--- config.mk ---
export PLATFORM = sky130hd
export DESIGN_NAME = multi_reader_ring_pointers
export DESIGN_NICKNAME = d
export VERILOG_FILES = /design/src/rtl/core/mrrp_pkg.sv /design/src/rtl/core/multi_reader_ring_pointers.sv /design/src/rtl/core/mrrp_ctrl.sv /design/src/rtl/core/mrrp_dpath.sv
export SDC_FILE = /design/constraint.sdc
export NUM_CORES = 1
export LEC_CHECK = 0
export BUFFER_PORTS_ARGS = -buffer_cell sky130_fd_sc_hd__buf_4
export CAP_MARGIN = 20
export CORE_MARGIN = 2
export CORE_UTILIZATION = 65
export CTS_BUF_LIST = sky130_fd_sc_hd__clkbuf_8
export DETAILED_ROUTE_END_ITERATION = 7
export GPL_ROUTABILITY_DRIVEN = 1
export PLACE_DENSITY = 0.87
export RECOVER_POWER = 50
export SYNTH_ARGS = -nofsm -noshare
export SYNTH_HDL_FRONTEND = slang
export SYNTH_SLANG_ARGS = --single-unit
--- constraint.sdc ---
create_clock -name clock -period 10.9 [get_ports clock]
set_input_delay 0.545 -clock clock [delete_from_list [all_inputs] [get_ports clock]]
set_output_delay 0.545 -clock clock [all_outputs]
set_load 0.01 [all_outputs]
--- src/rtl/core/mrrp_pkg.sv ---
// ----------------------------------------------------------------------------
// mrrp_pkg
// Shared constants, codes, control structs and helper functions for the
// multi-reader ring pointer manager.
// ----------------------------------------------------------------------------
package mrrp_pkg;

   localparam int RING_BYTES  = 4096;
   localparam int NUM_READERS = 8;

   // fixed field widths
   localparam int FUNC_W = 3;
   localparam int SLOT_W = 3;
   localparam int CNT_W  = 13;
   localparam int OFS_W  = 12;
   localparam int STAT_W = 3;

   localparam int IDX_W = (NUM_READERS > 1) ? $clog2(NUM_READERS) : 1;

   // command codes
   localparam logic [FUNC_W-1:0] FN_PUSH = 3'd0;
   localparam logic [FUNC_W-1:0] FN_ACK  = 3'd1;
   localparam logic [FUNC_W-1:0] FN_PEEK = 3'd2;
   localparam logic [FUNC_W-1:0] FN_DUP  = 3'd3;
   localparam logic [FUNC_W-1:0] FN_REM  = 3'd4;

   // status codes
   localparam logic [STAT_W-1:0] ST_OK       = 3'd0;
   localparam logic [STAT_W-1:0] ST_NO_SPACE = 3'd1;
   localparam logic [STAT_W-1:0] ST_TOO_BIG  = 3'd2;
   localparam logic [STAT_W-1:0] ST_BAD_SLOT = 3'd3;
   localparam logic [STAT_W-1:0] ST_LAST     = 3'd4;

   localparam logic [CNT_W-1:0] CAP_MAX = CNT_W'(RING_BYTES);

   // controller -> datapath
   typedef struct packed {
      logic capture;
      logic execute;
      logic scan;
      logic pop;
      logic load_rsp;
   } ctl_cmd_type;

   // datapath -> controller
   typedef struct packed {
      logic need_pop;
      logic scan_done;
   } dp_stat_type;

   // capacity write: clamp into 1..RING_BYTES
   function automatic logic [CNT_W-1:0] cap_sat(input logic [CNT_W-1:0] v);
      logic [CNT_W-1:0] r;
      if (v == '0) begin
         r = CNT_W'(1);
      end else if (v > CAP_MAX) begin
         r = CAP_MAX;
      end else begin
         r = v;
      end
      return r;
   endfunction

   // bytes a reader can still read; head and start are always below cap
   function automatic logic [CNT_W-1:0] readable_calc(
      input logic [OFS_W-1:0] head,
      input logic             starved,
      input logic [OFS_W-1:0] start,
      input logic [CNT_W-1:0] used,
      input logic [CNT_W-1:0] cap
   );
      logic [CNT_W-1:0] d;
      logic [CNT_W-1:0] r;
      if (head >= start) begin
         d = {1'b0, head} - {1'b0, start};
      end else begin
         d = {1'b0, head} + cap - {1'b0, start};
      end
      if (head == start && starved && used >= cap) begin
         r = '0;
      end else if (d > used) begin
         r = '0;
      end else begin
         r = used - d;
      end
      return r;
   endfunction

endpackage

--- src/rtl/core/multi_reader_ring_pointers.sv ---
// ----------------------------------------------------------------------------
// multi_reader_ring_pointers
// Pointer manager for a byte ring shared by several independent readers.
// ----------------------------------------------------------------------------
// One command word in, one result word out. Push, peek, duplicate and an ack
// that does not move the oldest reader pass through accept, execute and
// result load. An ack by the reader sitting at the ring start, and a
// successful remove, add a scan over all reader slots, one slot per cycle,
// and then a release step before the result load. The result sits in an
// output register, so the sequencer finishes a word while the previous
// result still waits on rsp_stall; a new command is taken only once the
// current one has been loaded out. Writing the capacity register clears
// the ring (start, fill, heads, starved flags) but keeps the active slots;
// write it only while no command is in flight.
// ----------------------------------------------------------------------------
module multi_reader_ring_pointers (
   input  logic                        clock,
   input  logic                        reset,
   // command channel
   input  logic                        req_valid,
   output logic                        req_stall,
   input  logic [mrrp_pkg::FUNC_W-1:0] req_func,
   input  logic [mrrp_pkg::SLOT_W-1:0] req_reader,
   input  logic [mrrp_pkg::SLOT_W-1:0] req_source_reader,
   input  logic [mrrp_pkg::CNT_W-1:0]  req_count,
   // result channel
   output logic                        rsp_valid,
   input  logic                        rsp_stall,
   output logic [mrrp_pkg::STAT_W-1:0] rsp_status,
   output logic [mrrp_pkg::CNT_W-1:0]  rsp_readable,
   output logic [mrrp_pkg::OFS_W-1:0]  rsp_offset,
   output logic [mrrp_pkg::CNT_W-1:0]  rsp_used_bytes,
   // capacity register
   input  logic                        csr_wr_en,
   input  logic [mrrp_pkg::CNT_W-1:0]  csr_wr_data
);

   mrrp_pkg::ctl_cmd_type cmd;
   mrrp_pkg::dp_stat_type stat;

   // sequencer
   mrrp_ctrl u_ctrl (
      .clock     (clock),
      .reset     (reset),
      .req_valid (req_valid),
      .req_stall (req_stall),
      .rsp_valid (rsp_valid),
      .rsp_stall (rsp_stall),
      .stat      (stat),
      .cmd       (cmd)
   );

   // pointers, slots, scan and output register
   mrrp_dpath u_dpath (
      .clock             (clock),
      .reset             (reset),
      .cmd               (cmd),
      .stat              (stat),
      .req_func          (req_func),
      .req_reader        (req_reader),
      .req_source_reader (req_source_reader),
      .req_count         (req_count),
      .csr_wr_en         (csr_wr_en),
      .csr_wr_data       (csr_wr_data),
      .rsp_status        (rsp_status),
      .rsp_readable      (rsp_readable),
      .rsp_offset        (rsp_offset),
      .rsp_used_bytes    (rsp_used_bytes)
   );

endmodule

--- src/rtl/core/mrrp_ctrl.sv ---
// ----------------------------------------------------------------------------
// mrrp_ctrl
// Command sequencer: accept, execute, optional reader scan and release,
// then result load into the output register.
// ----------------------------------------------------------------------------
module mrrp_ctrl (
   input  logic                  clock,
   input  logic                  reset,
   input  logic                  req_valid,
   output logic                  req_stall,
   output logic                  rsp_valid,
   input  logic                  rsp_stall,
   input  mrrp_pkg::dp_stat_type stat,
   output mrrp_pkg::ctl_cmd_type cmd
);

   localparam logic [2:0] S_IDLE = 3'd0;
   localparam logic [2:0] S_EXEC = 3'd1;
   localparam logic [2:0] S_SCAN = 3'd2;
   localparam logic [2:0] S_POP  = 3'd3;
   localparam logic [2:0] S_RESP = 3'd4;

   logic [2:0] state_ff, state_in;
   logic       rsp_valid_ff, rsp_valid_in;
   logic       out_free;

   assign out_free  = !rsp_valid_ff || !rsp_stall;
   assign req_stall = (state_ff != S_IDLE);
   assign rsp_valid = rsp_valid_ff;

   always_comb begin
      state_in = state_ff;
      cmd      = '0;
      unique case (state_ff)
         S_IDLE: begin
            if (req_valid) begin
               cmd.capture = 1'b1;
               state_in    = S_EXEC;
            end
         end
         S_EXEC: begin
            cmd.execute = 1'b1;
            state_in    = stat.need_pop ? S_SCAN : S_RESP;
         end
         S_SCAN: begin
            cmd.scan = 1'b1;
            if (stat.scan_done) begin
               state_in = S_POP;
            end
         end
         S_POP: begin
            cmd.pop  = 1'b1;
            state_in = S_RESP;
         end
         S_RESP: begin
            if (out_free) begin
               cmd.load_rsp = 1'b1;
               state_in     = S_IDLE;
            end
         end
         default: begin
            state_in = S_IDLE;
         end
      endcase
   end

   always_comb begin
      rsp_valid_in = rsp_valid_ff;
      if (rsp_valid_ff && !rsp_stall) begin
         rsp_valid_in = 1'b0;
      end
      if (cmd.load_rsp) begin
         rsp_valid_in = 1'b1;
      end
   end

   always_ff @(posedge clock) begin
      if (reset) begin
         state_ff     <= S_IDLE;
         rsp_valid_ff <= 1'b0;
      end else begin
         state_ff     <= state_in;
         rsp_valid_ff <= rsp_valid_in;
      end
   end

   a_accept_exec: assert property (@(posedge clock) disable iff (reset)
      (req_valid && !req_stall) |=> (state_ff == S_EXEC))
      else $error("accepted word did not enter execute");

   a_scan_hold: assert property (@(posedge clock) disable iff (reset)
      (state_ff == S_SCAN && !stat.scan_done) |=> (state_ff == S_SCAN))
      else $error("reader scan left early");

endmodule

--- src/rtl/core/mrrp_dpath.sv ---
// ----------------------------------------------------------------------------
// mrrp_dpath
// Ring pointers, reader slots, command registers, scan unit and output
// register.
// ----------------------------------------------------------------------------
module mrrp_dpath (
   input  logic                            clock,
   input  logic                            reset,
   input  mrrp_pkg::ctl_cmd_type           cmd,
   output mrrp_pkg::dp_stat_type           stat,
   input  logic [mrrp_pkg::FUNC_W-1:0]     req_func,
   input  logic [mrrp_pkg::SLOT_W-1:0]     req_reader,
   input  logic [mrrp_pkg::SLOT_W-1:0]     req_source_reader,
   input  logic [mrrp_pkg::CNT_W-1:0]      req_count,
   input  logic                            csr_wr_en,
   input  logic [mrrp_pkg::CNT_W-1:0]      csr_wr_data,
   output logic [mrrp_pkg::STAT_W-1:0]     rsp_status,
   output logic [mrrp_pkg::CNT_W-1:0]      rsp_readable,
   output logic [mrrp_pkg::OFS_W-1:0]      rsp_offset,
   output logic [mrrp_pkg::CNT_W-1:0]      rsp_used_bytes
);

   localparam int N = mrrp_pkg::NUM_READERS;

   // ring and reader state
   logic [mrrp_pkg::CNT_W-1:0] cap_ff, cap_in;
   logic [mrrp_pkg::OFS_W-1:0] start_ff, start_in;
   logic [mrrp_pkg::CNT_W-1:0] used_ff, used_in;
   logic [mrrp_pkg::OFS_W-1:0] head_ff [N];
   logic [mrrp_pkg::OFS_W-1:0] head_in [N];
   logic [N-1:0]               starved_ff, starved_in;
   logic [N-1:0]               active_ff, active_in;

   // command word
   logic [mrrp_pkg::FUNC_W-1:0] func_ff, func_in;
   logic [mrrp_pkg::SLOT_W-1:0] rd_ff, rd_in;
   logic [mrrp_pkg::SLOT_W-1:0] src_ff, src_in;
   logic [mrrp_pkg::CNT_W-1:0]  count_ff, count_in;

   // working regs
   logic [mrrp_pkg::STAT_W-1:0] status_ff, status_in;
   logic [mrrp_pkg::OFS_W-1:0]  tail_ff, tail_in;
   logic [mrrp_pkg::IDX_W-1:0]  idx_ff, idx_in;
   logic [mrrp_pkg::CNT_W-1:0]  max_ff, max_in;

   // output register
   logic [mrrp_pkg::STAT_W-1:0] o_status_ff, o_status_in;
   logic [mrrp_pkg::CNT_W-1:0]  o_readable_ff, o_readable_in;
   logic [mrrp_pkg::OFS_W-1:0]  o_offset_ff, o_offset_in;
   logic [mrrp_pkg::CNT_W-1:0]  o_used_ff, o_used_in;

   // slot decode
   logic [mrrp_pkg::IDX_W-1:0] rd_idx, src_idx, rp_addr;
   logic                       rd_ok, src_ok, rd_range;
   logic [mrrp_pkg::OFS_W-1:0] head_rp;
   logic                       starved_rp;
   logic [mrrp_pkg::CNT_W-1:0] readable_rp;

   // arithmetic
   logic [mrrp_pkg::CNT_W-1:0] tail_sum, used_sum, head_sum, room;
   logic [mrrp_pkg::OFS_W-1:0] head_new;
   logic [mrrp_pkg::CNT_W-1:0] keep, drop, start_sum;

   assign rd_idx   = mrrp_pkg::IDX_W'(rd_ff);
   assign src_idx  = mrrp_pkg::IDX_W'(src_ff);
   assign rd_range = (int'(rd_ff) < N);
   assign rd_ok    = rd_range && active_ff[rd_idx];
   assign src_ok   = (int'(src_ff) < N) && active_ff[src_idx];

   // single read port on the reader table
   always_comb begin
      if (cmd.scan) begin
         rp_addr = idx_ff;
      end else if (cmd.execute && func_ff == mrrp_pkg::FN_DUP) begin
         rp_addr = src_idx;
      end else begin
         rp_addr = rd_idx;
      end
   end

   assign head_rp     = head_ff[rp_addr];
   assign starved_rp  = starved_ff[rp_addr];
   assign readable_rp = mrrp_pkg::readable_calc(head_rp, starved_rp, start_ff,
                                                used_ff, cap_ff);

   // wrap helpers; each sum stays below twice the capacity wherever it is used
   assign tail_sum = {1'b0, start_ff} + used_ff;
   assign room     = cap_ff - used_ff;
   assign used_sum = used_ff + count_ff;
   assign head_sum = {1'b0, head_rp} + count_ff;
   assign head_new = (head_sum >= cap_ff) ? mrrp_pkg::OFS_W'(head_sum - cap_ff)
                                          : mrrp_pkg::OFS_W'(head_sum);
   assign keep      = (max_ff > used_ff) ? used_ff : max_ff;
   assign drop      = used_ff - keep;
   assign start_sum = {1'b0, start_ff} + drop;

   // release runs after an ack by the reader at the ring start, or a successful remove;
   // scan ends on the last slot
   always_comb begin
      stat.scan_done = (idx_ff == mrrp_pkg::IDX_W'(N - 1));
      stat.need_pop  = 1'b0;
      case (func_ff)
         mrrp_pkg::FN_ACK: begin
            stat.need_pop = rd_ok && count_ff <= readable_rp && count_ff != '0
                            && head_rp == start_ff;
         end
         mrrp_pkg::FN_REM: begin
            stat.need_pop = rd_ok && ($countones(active_ff) > 1);
         end
         default: begin
            stat.need_pop = 1'b0;
         end
      endcase
   end

   always_comb begin
      cap_in        = cap_ff;
      start_in      = start_ff;
      used_in       = used_ff;
      head_in       = head_ff;
      starved_in    = starved_ff;
      active_in     = active_ff;
      func_in       = func_ff;
      rd_in         = rd_ff;
      src_in        = src_ff;
      count_in      = count_ff;
      status_in     = status_ff;
      tail_in       = tail_ff;
      idx_in        = idx_ff;
      max_in        = max_ff;
      o_status_in   = o_status_ff;
      o_readable_in = o_readable_ff;
      o_offset_in   = o_offset_ff;
      o_used_in     = o_used_ff;

      if (cmd.capture) begin
         func_in  = req_func;
         rd_in    = req_reader;
         src_in   = req_source_reader;
         count_in = req_count;
      end

      if (cmd.execute) begin
         status_in = mrrp_pkg::ST_OK;
         idx_in    = '0;
         max_in    = '0;
         case (func_ff)
            mrrp_pkg::FN_PUSH: begin
               tail_in = (tail_sum >= cap_ff) ? mrrp_pkg::OFS_W'(tail_sum - cap_ff)
                                              : mrrp_pkg::OFS_W'(tail_sum);
               if (count_ff > room) begin
                  status_in = mrrp_pkg::ST_NO_SPACE;
               end else if (count_ff != '0) begin
                  used_in = used_sum;
                  if (used_sum == cap_ff) begin
                     starved_in = '0;
                  end
               end
            end
            mrrp_pkg::FN_ACK: begin
               if (!rd_ok) begin
                  status_in = mrrp_pkg::ST_BAD_SLOT;
               end else if (count_ff > readable_rp) begin
                  status_in = mrrp_pkg::ST_TOO_BIG;
               end else if (count_ff != '0) begin
                  head_in[rd_idx] = head_new;
                  if (head_new == start_ff) begin
                     starved_in[rd_idx] = 1'b1;
                  end
               end
            end
            mrrp_pkg::FN_PEEK: begin
               if (!rd_ok) begin
                  status_in = mrrp_pkg::ST_BAD_SLOT;
               end
            end
            mrrp_pkg::FN_DUP: begin
               if (!rd_range || active_ff[rd_idx] || !src_ok) begin
                  status_in = mrrp_pkg::ST_BAD_SLOT;
               end else begin
                  head_in[rd_idx]    = head_rp;
                  starved_in[rd_idx] = starved_rp;
                  active_in[rd_idx]  = 1'b1;
               end
            end
            mrrp_pkg::FN_REM: begin
               if (!rd_ok) begin
                  status_in = mrrp_pkg::ST_BAD_SLOT;
               end else if ($countones(active_ff) <= 1) begin
                  status_in = mrrp_pkg::ST_LAST;
               end else begin
                  active_in[rd_idx] = 1'b0;
               end
            end
            default: begin
               status_in = mrrp_pkg::ST_BAD_SLOT;
            end
         endcase
      end

      // one reader per cycle into the running max
      if (cmd.scan) begin
         if (active_ff[idx_ff] && readable_rp > max_ff) begin
            max_in = readable_rp;
         end
         idx_in = idx_ff + mrrp_pkg::IDX_W'(1);
      end

      if (cmd.pop) begin
         used_in  = keep;
         start_in = (start_sum >= cap_ff) ? mrrp_pkg::OFS_W'(start_sum - cap_ff)
                                          : mrrp_pkg::OFS_W'(start_sum);
      end

      if (cmd.load_rsp) begin
         o_status_in   = status_ff;
         o_readable_in = rd_ok ? readable_rp : '0;
         if (func_ff == mrrp_pkg::FN_PUSH) begin
            o_offset_in = tail_ff;
         end else begin
            o_offset_in = rd_ok ? head_rp : '0;
         end
         o_used_in = used_ff;
      end

      // capacity write empties the ring, slots stay
      if (csr_wr_en) begin
         cap_in     = mrrp_pkg::cap_sat(csr_wr_data);
         start_in   = '0;
         used_in    = '0;
         starved_in = '0;
         for (int i = 0; i < N; i++) begin
            head_in[i] = '0;
         end
      end
   end

   always_ff @(posedge clock) begin
      if (reset) begin
         cap_ff     <= mrrp_pkg::CAP_MAX;
         start_ff   <= '0;
         used_ff    <= '0;
         starved_ff <= '0;
         active_ff  <= N'(1);
         for (int i = 0; i < N; i++) begin
            head_ff[i] <= '0;
         end
      end else begin
         cap_ff     <= cap_in;
         start_ff   <= start_in;
         used_ff    <= used_in;
         starved_ff <= starved_in;
         active_ff  <= active_in;
         head_ff    <= head_in;
      end
   end

   always_ff @(posedge clock) begin
      func_ff       <= func_in;
      rd_ff         <= rd_in;
      src_ff        <= src_in;
      count_ff      <= count_in;
      status_ff     <= status_in;
      tail_ff       <= tail_in;
      idx_ff        <= idx_in;
      max_ff        <= max_in;
      o_status_ff   <= o_status_in;
      o_readable_ff <= o_readable_in;
      o_offset_ff   <= o_offset_in;
      o_used_ff     <= o_used_in;
   end

   assign rsp_status     = o_status_ff;
   assign rsp_readable   = o_readable_ff;
   assign rsp_offset     = o_offset_ff;
   assign rsp_used_bytes = o_used_ff;

   a_used_fits: assert property (@(posedge clock) disable iff (reset)
      used_ff <= cap_ff)
      else $error("ring fill exceeds capacity");

   a_start_fits: assert property (@(posedge clock) disable iff (reset)
      {1'b0, start_ff} < cap_ff)
      else $error("ring start outside capacity");

   a_one_reader: assert property (@(posedge clock) disable iff (reset)
      active_ff != '0)
      else $error("no active reader left");

endmodule

==> results.py, run 1 <==
metrics = {
    "run_status": {
        "outcome": "complete, but fails checks",
        "violations": "design-rule violations, max-capacitance violations, max-slew violations",
    },
    "die": {
        "die_h_um": 179.5,
        "core_area_sq_um": 30430,
        "ios": 83,
        "num_rows": 64,
        "start_util": 0.6581,
        "die_area_sq_um": 32230,
        "die_w_um": 179.5,
    },
    "power_and_ir_drop": {
        "ir_drop_v": 0.0001090,
        "p_per_area_nw_per_um2": 112.1,
        "p_leak_uw": 0.008852,
    },
    "timing": {
        "rsz0062_at_grt": "no",
        "max_slew_margin": -0.5876,
        "whs_ns": 0.1540,
        "finalSetupViolCount": 0,
        "tightest_slew_ns": 2.381,
        "fin_crit_sh": 0.9268,
        "finClkSkew_ns": 0.03245,
        "min_period_ns": 10.10,
        "timing.fmax_mhz": 98.99,
        "final_hold_viol_count": 0,
        "final_max_slew_viol_count": 17,
        "tns_ns": 0,
    },
    "yosys": {
        "seq_area_frac_synth": 0.2884,
        "synth-edff-count": 81,
        "synth_nets": 2640,
        "yosys-top-cells-area": "dfxtp_1 (17%), ha_1 (12%), edfxtp_1 (12%)",
        "synth_cells": 2363,
        "async_flop_share": 0,
        "synth_area_sq_um": 20030,
        "ys_types": 85,
        "yosysTopAreaCell": "dfxtp_1",
        "synth_seq_cells": 248,
        "syn_avg_cell_area_sq_um": 8.475,
        "yosys_warnings": 0,
        "synth_ff_type": "dfxtp_1",
        "synth_top_area_frac": 0.1669,
    },
    "clocking": {
        "cts-root-buf": "clkbuf_8",
        "h-tree-depth": 2,
        "cts_tree": "yes",
        "clk_pin_slew_ns": 0.06,
        "cts.sinks": 248,
        "cts_buffers": 43,
        "clk_latency_ns": 0.59,
        "cts_buffer_depth": 3,
    },
    "routing": {
        "first_pass_iters": 8,
        "route.detailed.drc": 1,
        "dr_total_vias": 19150,
        "final_antenna_net_count": 0,
        "viasPerCell": 6.672,
        "wl_per_cell_um": 23.37,
        "drt_iter0_markers": 2312,
        "wl_um": 67080,
    },
    "final_layout": {
        "final_cells": 2870,
        "drive_gt1_frac": 0.08573,
        "final_common_cell": "nand2_1",
        "area_growth_pct": 9.371,
        "layout_common_cells": "nand2_1 (341), a21oi_1 (227), ha_1 (200), inv_1 (181), dfxtp_1 (167)",
        "final_nets": 2715,
    },
    "place": {
        "io_buffers": 82,
        "dp_hpwl_um": 50090,
        "gp_congestion": 1.080,
        "dpl.cell_count": 2783,
    },
    "flow_run": {
        "cap_violations": 1,
    },
    "worst_setup_path": {
        "critical_path_arrival_ns": 10.59,
        "slowest_stage": "a2111o_1",
        "cp_data_required_time_ns": 11.39,
        "worstPathMaxFanout": 25,
        "critPathKind": "reg -> reg",
        "start_kind": "flop",
        "crit_path_end_kind": "flop",
        "cp_slowest_stage_delay_ns": 0.53,
    },
    "global_route": {
        "overflow": 0,
        "grt_pass1_vias": 18327,
        "antenna_found_initial": 1,
        "grt_pass1_wl_um": 102300,
        "grt_max_degree": 112,
        "grt_usage": 0.4047,
    },
    "min_path": {
        "hold_path_class": "in -> reg",
    },
}
[where the power goes]
group | total [uW] | switching [uW] | internal (uW)
clock network | 923 | 415 | 508
logic | 533 | 326 | 207
registers | 999 | 29.0 | 970
total | 2460 | 770 | 1680
[state kept, by name, summed over array words and instances, names as in the netlist, 8 cells and up, named ones only]
signal,flops
u_dpath.max_ff,13
u_dpath.head_ff,96
u_dpath.cap_ff,13
u_dpath.rsp_readable,13
u_dpath.rsp_used_bytes,13
u_dpath.used_ff,13
u_dpath.rsp_offset,12
u_dpath.start_ff,12
u_dpath.tail_ff,12
u_dpath.starved_ff,8
u_dpath.count_ff,13
[final cells by class]
cell class,instances,area (sq um)
tap,396,495.5
clock inverter,24,155.1
inverter,166,623.1
sequential,248,5776
clock buffer,56,770.7
multi-input combinational,1855,13290
timing repair buffer,124,794.5
fill,2362,8526
antenna,1,2.502
[cell usage after synthesis (8+ instances only)]
| cell type | number |
|---|---|
| nand2_1 | 341 |
| a21oi_1 | 227 |
| ha_1 | 200 |
| dfxtp_1 | 167 |
| inv_1 | 165 |
| nor2_1 | 142 |
| o21ai_0 | 118 |
| xnor2_1 | 94 |
| edfxtp_1 | 81 |
| clkbuf_1 | 69 |
| nand3_1 | 55 |
| mux2i_1 | 54 |
| nor3_1 | 52 |
| a21o_1 | 40 |
| fa_1 | 37 |
| xor2_1 | 36 |
| nand2b_1 | 31 |
| nor2b_1 | 31 |
| mux4_2 | 28 |
| nand4_1 | 28 |
| o21a_1 | 25 |
| nor4_1 | 22 |
| buf_2 | 18 |
| o21bai_1 | 18 |
| or3_1 | 16 |
| a211oi_1 | 15 |
| a41oi_1 | 12 |
| a22o_1 | 11 |
| a31oi_1 | 11 |
| and3_1 | 11 |
| or2_2 | 11 |
| and2_1 | 10 |
| mux2_2 | 10 |
| o211ai_1 | 10 |
| o21ai_1 | 10 |
| o22ai_1 | 9 |
| o31ai_1 | 9 |
| a21boi_0 | 8 |
[stage by stage]
stage | worst slack (ns) | utilization | instance area [sq um] | power [uW]
after floorplan | 1.126 | - | 20030 | 1381
after global placement | 0.8431 | 0.6919 | 21060 | 1510
after detailed placement | 0.5470 | 0.6919 | 21060 | 1525
after CTS | 0.4806 | 0.7224 | 21980 | 2434
after global routing | 0.04928 | 0.7197 | 21900 | 2542
final | 0.7981 | 0.7198 | 21900 | 2455
[worst max-delay path, delay by kind of cell (launching register included)]
family / cells / cell delay, ns
compound gates: 23 / 5.06
simple gates: 8 / 1.28
fa+ha+maj: 4 / 1.22
buf+inv: 6 / 1.05
mux: 3 / 0.92
flops: 1 / 0.46
[per-layer routing]
layer | routed length (um) | GRT usage | vias up
met5 | 0 | 0 | -
met1 | 24540 | 0.5096 | 8917
met3 | 7941 | 0.07071 | 328
met2 | 29380 | 0.6392 | 1273
met4 | 5221 | 0.2712 | 0
li1 | - | - | 8632
[cells by family after synthesis]
kind of cell | count (synthesis) | share of synthesized area
compound gates | 607 | 0.1912
xor+xnor | 135 | 0.06248
mux | 92 | 0.06410
simple gates | 783 | 0.1810
fa+ha+maj | 238 | 0.1624
flops | 248 | 0.2884
buf+inv | 260 | 0.05042
[path summary, 6_finish.rpt]
| path | startpoint | to | slack (ns) | cells after the start |
|---|---|---|---|---|
| min | req_source_reader[1] | u_dpath.src_ff[1] | 0.15 | 1 |
| min reg2reg | u_dpath.status_ff[0] | u_dpath.rsp_status[0] | 0.43 | 0 |
| max reg2reg | u_ctrl.state_ff[0] | u_dpath.starved_ff[0] | 0.80 | 44 |
| max | u_ctrl.state_ff[0] | u_dpath.starved_ff[0] | 0.80 | 44 |
[repair_timing]
action	4_1_cts	5_1_grt
hold buffers	0	0
resized for setup	0	5
endpoints found under the setup margin	0	115
buffers inserted	0	4
(Power assumes the default switching activity.)
==> run 2: changes to the inputs <==
--- a/config.mk
+++ b/config.mk
@@ -5,6 +5,7 @@
 export SDC_FILE = /design/constraint.sdc
 export NUM_CORES = 1
 export LEC_CHECK = 0
+export ABC_AREA = 1
 export BUFFER_PORTS_ARGS = -buffer_cell sky130_fd_sc_hd__buf_4
 export CAP_MARGIN = 20
 export CORE_MARGIN = 2
==> run 2 against run 1 <==
  * The flow finishes with violations (max-capacitance violations, max-slew violations)
  * Non-clock buffer count decreased by 29
  * Area after synthesis increased by 1.1%
  * Clock skew decreased by 0.0088 ns
==> results.py, run 2 <==
metrics = {
    "global_route": {
        "grt_pass1_vias": 19483,
        "grt_usage": 0.4264,
        "antenna_found_initial": 1,
        "grt_pass1_wl_um": 107400,
        "grt_max_degree": 118,
        "overflow": 0,
    },
    "worst_setup_path": {
        "crit_path_end_kind": "flop",
        "cp_data_required_time_ns": 11.45,
        "r2r-end": "u_dpath.head_ff[83]",
        "critPathKind": "reg -> reg",
        "worst-path-buf-inv": 6,
        "cp_common_cell": "nand2_1",
        "cp_slowest_stage_delay_ns": 0.52,
        "critical_path_arrival_ns": 9.98,
        "worstPathMaxFanout": 32,
        "slowest_stage": "inv_1",
        "crit_path_start": "u_dpath.func_ff[2]",
        "cp_num_cells": 48,
        "reg2reg_depth": 48,
        "crit_end": "u_dpath.head_ff[83]",
        "start_kind": "flop",
        "r2r_slack_ns": 1.47,
        "timing.rr.start": "u_dpath.func_ff[2]",
        "critPathTopFamily": "simple AND/OR/NAND/NOR gates",
    },
    "final_layout": {
        "drive_gt1_frac": 0.06358,
        "area_growth_pct": 7.860,
        "final_nets": 3199,
        "layout_common_cells": "nand2_1 (587), inv_1 (386), nor2_1 (317), a21oi_1 (225), ha_1 (200)",
        "largest_reg_flops": 96,
        "final_common_cell": "nand2_1",
        "top_register": "u_dpath.head_ff",
    },
    "clocking": {
        "clk_latency_ns": 0.64,
        "ctsResizeCount": 0,
        "cts_tree": "yes",
        "clk_pin_slew_ns": 0.06,
        "cts_setup_buffers": 0,
        "h-tree-depth": 2,
        "cts_buffers": 44,
        "ctsHoldBuffers": 0,
        "cts-root-buf": "clkbuf_8",
        "cts_buffer_depth": 3,
        "cts.sinks": 248,
    },
    "power_and_ir_drop": {
        "combPwrFrac": 0.392,
        "swShare": 0.4131,
        "p_per_area_nw_per_um2": 150.1,
        "seq_power_share": 0.309,
        "power_uw": 3278,
        "p_sw_uw": 1354,
        "p_leak_uw": 0.01009,
        "p_int_uw": 1924,
        "p_clk_frac": 0.300,
        "ir_drop_v": 0.0001053,
    },
    "yosys": {
        "yosys-top-cells-area": "dfxtp_1 (17%), ha_1 (12%), edfxtp_1 (12%)",
        "async_flop_share": 0,
        "yosys_warnings": 0,
        "synth_nets": 3135,
        "yosysMostFrequentCell": "nand2_1",
        "synth-edff-count": 81,
        "ys_types": 54,
        "synth_top_area_frac": 0.1651,
        "synth_cells": 2858,
        "seq_area_frac_synth": 0.2852,
        "synth_ff_type": "dfxtp_1",
        "synth_area_sq_um": 20250,
        "synth_common_cells": "nand2_1 (587), inv_1 (377), nor2_1 (318)",
        "syn_avg_cell_area_sq_um": 7.085,
        "synth_seq_cells": 248,
        "yosysTopAreaCell": "dfxtp_1",
    },
    "run_status": {
        "violations": "max-capacitance violations, max-slew violations",
        "outcome": "complete, but fails checks",
    },
    "routing": {
        "viasPerCell": 6.182,
        "first_pass_iters": 6,
        "wl_um": 70560,
        "dr_total_vias": 20736,
        "final_antenna_net_count": 0,
        "wl_per_cell_um": 21.04,
        "route.detailed.drc": 0,
        "drt_iter0_markers": 2469,
    },
    "die": {
        "core_area_sq_um": 30670,
        "die_area_sq_um": 32580,
        "die_h_um": 180.5,
        "die_w_um": 180.5,
        "start_util": 0.6602,
        "ios": 83,
        "num_rows": 64,
    },
    "timing": {
        "min_period_ns": 9.432,
        "finalSetupViolCount": 0,
        "finClkSkew_ns": 0.02364,
        "timing.fmax_mhz": 106.0,
        "tns_ns": 0,
        "fin_crit_sh": 0.8653,
        "fin_ws_ns": 1.468,
        "rsz0062_at_grt": "no",
        "final_hold_viol_count": 0,
        "final_max_slew_viol_count": 160,
        "max_slew_margin": -2.031,
        "tightest_slew_ns": 4.547,
    },
    "place": {
        "io_buffers": 82,
        "gp_congestion": 1.019,
        "dp_hpwl_um": 53240,
        "place_ws_ns": 1.839,
    },
    "flow_run": {
        "cap_violations": 2,
    },
    "min_path": {
        "hold_path_class": "in -> reg",
    },
}
[run 2: layout make-up]
cell class | instances | area, sq um
multi-input combinational | 2144 | 12600
fill | 2595 | 8830
sequential | 248 | 5776
inverter | 389 | 1460
clock buffer | 54 | 743.2
timing repair buffer | 95 | 525.5
tap | 396 | 495.5
clock inverter | 27 | 234.0
antenna | 1 | 2.502
[run 2: power by group through the flow]
stage                     logic, uW  registers, uW  clock network, uW
final                          1280           1010                982
after global routing           1390           1010               1020
after CTS                      1240           1010                975
after detailed placement       1230           1030                  0
after global placement         1210           1030                  0
after floorplan                 894           1020                  0
[run 2: logic make-up after synthesis]
group,count (synthesis),synth area share
compound gates,596,0.1659
buf+inv,466,0.09250
fa+ha+maj,237,0.1602
flops,248,0.2852
simple gates,1218,0.2553
xor+xnor,93,0.04091
[run 2: worst min-delay path by stage]
stage                                    start  depth (start not counted)                     to
final                             req_count[2]                          1    u_dpath.count_ff[2]
after CTS                 req_source_reader[0]                          1      u_dpath.src_ff[0]
after global placement    u_dpath.status_ff[1]                          0  u_dpath.rsp_status[1]
after detailed placement  u_dpath.status_ff[2]                          0  u_dpath.rsp_status[2]
after floorplan           u_dpath.status_ff[0]                          0  u_dpath.rsp_status[0]
after global routing      req_source_reader[0]                          1      u_dpath.src_ff[0]
[run 2: worst register-to-register path: cells and delay by family, from the launching register on]
family,cells,cell delay (ns)
adders and majority gates,4,1.34
and+or+nand+nor,23,3.31
AOI/OAI and AO/OA,15,2.99
buffers and inverters,6,1.28
DFF,1,0.42
[run 2: routing by layer]
metal,vias up,GRT usage,wire (um)
met3,306,0.08872,7600
met4,0,0.2674,5043
met2,1298,0.6762,31060
met1,9481,0.5316,26860
li1,9651,-,-
met5,-,0,0
[run 2: metrics by stage]
stage               hold slack (ns)  std cells    util  instance area [sq um]
finish                       0.1019       3354  0.7121                  21840
global route                0.08585       3353  0.7120                  21840
CTS                         0.07726       3353  0.7188                  22040
detailed placement           0.4318       3272  0.6869                  21070
global placement             0.4256       3272  0.6869                  21070
floorplan                    0.4003       2858       -                  20250
